## src/rtl/gcrs_pkg.sv

```systemverilog
// package for the grid cell and region store
// holds shared constants, codes, word structs and controller/datapath signal groups
// no dependencies
`timescale 1ns / 1ps

package gcrs_pkg;

    // default sizes of the grid and the region label
    localparam int MAX_WIDTH_DEF   = 64;
    localparam int MAX_HEIGHT_DEF  = 64;
    localparam int REGION_BITS_DEF = 12;

    // fixed field widths
    localparam int CMD_W   = 3;
    localparam int COORD_W = 6;
    localparam int CELL_W  = 2;
    localparam int LABEL_W = 12;
    localparam int DIM_W   = 7;
    localparam int SUM_W   = 14;   // holds 63 * 127 + 63
    localparam int APB_AW  = 3;
    localparam int APB_DW  = 32;

    localparam logic [DIM_W-1:0] DIM_RESET = 7'd64;

    // register index, taken from paddr[2]
    localparam logic REG_GRID_WIDTH  = 1'b0;
    localparam logic REG_GRID_HEIGHT = 1'b1;

    // cell kinds
    localparam logic [CELL_W-1:0] CELL_WALL      = 2'd0;
    localparam logic [CELL_W-1:0] CELL_ATTENTION = 2'd2;
    localparam logic [CELL_W-1:0] CELL_BAD       = 2'd3;

    typedef enum logic [CMD_W-1:0] {
        CMD_RD_CELL    = 3'd0,
        CMD_WR_CELL    = 3'd1,
        CMD_RD_REGION  = 3'd2,
        CMD_WR_REGION  = 3'd3,
        CMD_NEW_REGION = 3'd4,
        CMD_JOIN       = 3'd5
    } cmd_t;

    typedef enum logic [2:0] {
        ST_CLEAR,
        ST_IDLE,
        ST_CALC,
        ST_EXEC,
        ST_JOIN_B,
        ST_JOIN_CMP,
        ST_SWEEP,
        ST_RESP
    } state_t;

    typedef enum logic [1:0] {
        RD_A,
        RD_B,
        RD_SWEEP
    } rd_sel_t;

    typedef struct packed {
        logic [CMD_W-1:0]   cmd;
        logic [COORD_W-1:0] x;
        logic [COORD_W-1:0] y;
        logic [COORD_W-1:0] x2;
        logic [COORD_W-1:0] y2;
        logic [CELL_W-1:0]  cell_in;
        logic [LABEL_W-1:0] region_in;
    } in_word_t;

    typedef struct packed {
        logic [CELL_W-1:0]  cell_out;
        logic [LABEL_W-1:0] region_out;
        logic               error;
    } out_word_t;

    // controller to datapath
    typedef struct packed {
        logic    clear_en;
        logic    capture;
        logic    calc;
        rd_sel_t rd_sel;
        logic    wr_cell;
        logic    wr_region;
        logic    latch_ra;
        logic    sweep_init;
        logic    sweep_run;
        logic    finish;
        logic    issue;
    } ctl_t;

    // datapath to controller
    typedef struct packed {
        logic [CMD_W-1:0] cmd;
        logic             ok_a;
        logic             ok_ab;
        logic             labels_eq;
        logic             clr_last;
        logic             sweep_done;
    } sts_t;

endpackage

```

## src/rtl/gcrs_ctrl.sv

```systemverilog
// controller state machine of the grid cell and region store
// sequences clear pass, command steps and join sweep; depends on gcrs_pkg
`timescale 1ns / 1ps

module gcrs_ctrl
    import gcrs_pkg::*;
(
    input  logic clk,
    input  logic rst_n,
    input  logic start,
    output logic busy,
    input  sts_t sts,
    output ctl_t ctl
);

    state_t state_reg;
    state_t state_next;

    always_ff @(posedge clk or negedge rst_n)
    begin
        if (!rst_n)
        begin
            state_reg <= ST_CLEAR;
        end
        else
        begin
            state_reg <= state_next;
        end
    end

    always_comb
    begin
        state_next = state_reg;
        ctl        = '0;
        ctl.rd_sel = RD_A;
        busy       = 1'b1;
        case (state_reg)
            ST_CLEAR:
            begin
                ctl.clear_en = 1'b1;
                if (sts.clr_last)
                begin
                    state_next = ST_IDLE;
                end
            end
            ST_IDLE:
            begin
                busy = 1'b0;
                if (start)
                begin
                    ctl.capture = 1'b1;
                    state_next  = ST_CALC;
                end
            end
            ST_CALC:
            begin
                ctl.calc   = 1'b1;
                state_next = ST_EXEC;
            end
            ST_EXEC:
            begin
                // reads of point a are issued here for every command
                state_next = ST_RESP;
                case (cmd_t'(sts.cmd))
                    CMD_WR_CELL:   ctl.wr_cell   = sts.ok_a;
                    CMD_WR_REGION: ctl.wr_region = sts.ok_a;
                    CMD_JOIN:
                    begin
                        if (sts.ok_ab)
                        begin
                            state_next = ST_JOIN_B;
                        end
                    end
                    default: ;
                endcase
            end
            ST_JOIN_B:
            begin
                ctl.rd_sel   = RD_B;
                ctl.latch_ra = 1'b1;
                state_next   = ST_JOIN_CMP;
            end
            ST_JOIN_CMP:
            begin
                if (sts.labels_eq)
                begin
                    state_next = ST_RESP;
                end
                else
                begin
                    ctl.sweep_init = 1'b1;
                    state_next     = ST_SWEEP;
                end
            end
            ST_SWEEP:
            begin
                ctl.sweep_run = 1'b1;
                ctl.rd_sel    = RD_SWEEP;
                if (sts.sweep_done)
                begin
                    state_next = ST_RESP;
                end
            end
            ST_RESP:
            begin
                ctl.finish = 1'b1;
                ctl.issue  = (sts.cmd == CMD_NEW_REGION);
                state_next = ST_IDLE;
            end
            default:
            begin
                state_next = ST_IDLE;
            end
        endcase
    end

endmodule

```

## config.mk

```make
export PLATFORM = sky130hd
export DESIGN_NAME = gcrs_ctrl
export DESIGN_NICKNAME = d
export VERILOG_FILES = /design/src/rtl/gcrs_pkg.sv /design/src/rtl/gcrs_ctrl.sv
export SDC_FILE = /design/constraint.sdc
export NUM_CORES = 1
export LEC_CHECK = 0
export BUFFER_PORTS_ARGS = -buffer_cell sky130_fd_sc_hd__buf_4
export CAP_MARGIN = 15
export CORE_AREA = 2 2 39 41
export CTS_CLUSTER_SIZE = 30
export DETAILED_ROUTE_END_ITERATION = 10
export DIE_AREA = 0 0 41 43
export PLACE_DENSITY = 0.57
export SYNTH_ARGS = -nofsm -noshare
export SYNTH_HDL_FRONTEND = slang
export SYNTH_SLANG_ARGS = --single-unit
```

## constraint.sdc

```tcl
create_clock -name clk -period 1.25 [get_ports clk]
set_input_delay 0.25 -clock clk [delete_from_list [all_inputs] [get_ports clk]]
set_output_delay 0.25 -clock clk [all_outputs]
set_load 0.005 [all_outputs]
```

==> impl_metrics.csv <==
group,metric,value,unit
timing,fmax,0.6611,GHz
worst_setup_path,setup.worst_path.start,"state_reg[2]",
clock_network,cts.htree.levels,1,
finish,area_growth,87.40,%
synthesis,ys_types,24,
worst_setup_path,r2r_cells,4,
timing,fin_crit,1513,ps
timing,fin_skew,1.985,ps
synthesis,synth-seq-cells,3,
worst_setup_path,crit_fanout,4,
run_status,outcome,"complete, but fails checks",
detailed_routing,drcViolationCount,0,
pwr,total_power,0.001155,W
finish,antenna_cells,0,
floorplanning,dieWidth,41,µm
worst_setup_path,r2r-start,"state_reg[2]",
timing,finalSetupViolations,13,
grt,globalRouteOverflowTotal,0,
clock_network,cts_buffers,3,
run_status,violations,"setup timing",
detailed_routing,final_antenna_net_count,0,
pwr,power_density,2003,nW/µm²
floorplanning,start_util,22.24,%
detailed_routing,first_iter_violations,0,
worst_setup_path,crit_type,"reg -> out",
synthesis,ys_seq_area_share,24.39,%
timing,tightest_slew,220.7,ps
flow_run,maxCapViolCount,0,
clock_network,ctsRootBufferMaster,"clkbuf_4",
timing,setup_ws,-262.7,ps
clock_network,path_clk_slew,40,ps
worst_setup_path,cp_cell_sequence,"nor4bb_4 > nor3b_2 > buf_4",
synthesis,syn-cell-area,307.8,µm²
finish,largest_reg_flops,3,
finish,mostFrequentLayoutCells,"30 x buf_4, 3 x nor2_2, 3 x nor3_1, 3 x clkbuf_4, 3 x dfrtp_2",
floorplanning,row_count,14,
synthesis,yosysTopAreaCellShare,24.39,%
worst_setup_path,path_buf_inv,1,
pwr,power_leakage,0.2906,nW
worst_setup_path,path_depth,3,
detailed_routing,via_per_inst,4.494,
detailed_routing,routed-via-count,373,
placement,hpwl,633.4,µm
clock_network,worstSkewPairLatency,230,ps
finish,fin_cells,83,
min_path,min_path_type,"in -> reg",
timing,finalMaxSlewViolations,0,
worst_setup_path,worstSetupEndpointType,"primary output",
placement,place_congestion,0.7175,
grt,antenna_found_initial,0,
synthesis,synthTopCellsByArea,"dfrtp_1 24%, nor4bb_4 8.1%, and4_1 5.7%",
synthesis,yosysWarnings,0,
finish,layout_commonest_cell,"buf_4",
floorplanning,core_area,1384,µm²
worst_setup_path,cp-start-kind,"register",
timing,fin_crit_sh,121.0,%
placement,io_buffers,23,
detailed_routing,first_pass_iters,1,
worst_setup_path,reg2reg_to,"state_reg[0]",
timing,setup_tns,-2091,ps
worst_setup_path,cp_slowest_stage_delay,430,ps
pwr,ir_worst_vdd,0.0006929,V
synthesis,syn_inst,36,
clock_network,cts_tree,"done",
grt,grt_pass1_vias,360,
synthesis,synth_area_leader_cell,"dfrtp_1",
worst_setup_path,crit_slowest_cell,"dfrtp_2",
detailed_routing,totalWireLength,852,µm
worst_setup_path,required,1000,ps
grt,grt_pass1_wl,1338,µm
worst_setup_path,crit_family,"simple AND/OR/NAND/NOR gates",
synthesis,syn_area_per_cell,8.550,µm²
worst_setup_path,worst_ep_arrival_time,1260,ps
placement,place_inst,76,
timing,grt_setup_unrepaired,"yes",
timing,maxSlewHeadroom,85.24,%
timing,finalHoldViolCount,0,
finish,fin_nets,79,
detailed_routing,wire_per_inst,10.27,µm
min_path,min_from,"sts[0]",
worst_setup_path,regToRegSetupSlack,60,ps
grt,grt_max_degree,12,
floorplanning,die_area,1763,µm²
timing,whs,332.3,ps
floorplanning,die_h,43,µm
clock_network,clockBufferDepth,2,
grt,track_usage,11.56,%
worst_setup_path,critPathCapture,"ctl[6]",
synthesis,syn_nets,47,
clock_network,cts_num_sinks,3,
floorplanning,num_io_pins,24,
finish,drive_gt1_share,62.69,%
## cell families after synthesis
group                  Yosys count  share of synthesized area (%)
AO/OA/AOI/OAI                    6                          13.42
XOR/XNOR                         1                          2.846
buffers and inverters            5                          11.38
flip-flops                       3                          24.39
AND/OR/NAND/NOR                 21                          47.97
## report_power, final
part           leakage, nW  switching, W  internal (W)
sequential          0.0307     0.0000924      0.000158
clock               0.0150     0.0000515      0.000120
combinational        0.245      0.000285      0.000448
## cell usage after synthesis
library cell  count
a21boi_1          1
a2bb2oi_1         1
a31oi_1           1
and2b_1           1
and3_1            1
and3b_1           1
and4_1            2
buf_2             1
buf_4             2
buf_6             1
dfrtp_1           3
inv_1             1
nand2_1           2
nand2b_1          2
nor2_1            4
nor2b_1           1
nor3_1            3
nor3b_2           1
nor4bb_4          1
o21ai_0           2
o32ai_1           1
or2_1             1
or2b_1            1
xnor2_1           1
## stage by stage
stage	area (µm²)	worst slack (ps)	utilization (%)
2_1_floorplan	307.8	4.233	-
3_3_place_gp	506.7	-53.73	36.62
3_5_place_dp	506.7	-91.98	36.62
4_1_cts	554.3	-284.0	40.05
5_1_grt	576.8	-358.0	41.68
6_report	576.8	-262.7	41.68
## worst min path at each step
stage | end | slack [ps] | cells past startpoint
floorplan | state_reg[0] | -50 | 0
global route | state_reg[0] | 350 | 2
finish | state_reg[0] | 330 | 3
detailed placement | state_reg[1] | 40 | 1
global placement | state_reg[0] | 40 | 1
CTS | state_reg[1] | 330 | 3
## worst reg2reg max path, cell delays in order, from the launching register on
cell	delay, ps
dfrtp_2	430
buf_4	160
or2b_1	170
a21boi_1	70
o32ai_1	260
## final cells by class
cell class                      count  area, µm²
Timing Repair Buffer               31      235.2
Sequential cell                     3      78.83
Tap cell                           16      20.02
Inverter                            1      3.754
Clock buffer                        4      26.28
Multi-Input combinational cell     28      212.7
Fill cell                         143      807.0
## repair_timing
item	4_1_cts	5_1_grt
setup buffers	1	1
hold endpoints to repair	3	0
gates resized for setup	3	4
endpoints found under the setup margin	13	14
hold buffers	1	0
pin swaps	2	1
## metal layers
metal  part of all wire [%]  track usage [%]
met3                    5.8            3.141
met4                    2.2            10.00
met1                     40            12.26
met2                     52            17.50
met5                      0                0
(Power assumes the default switching activity.)
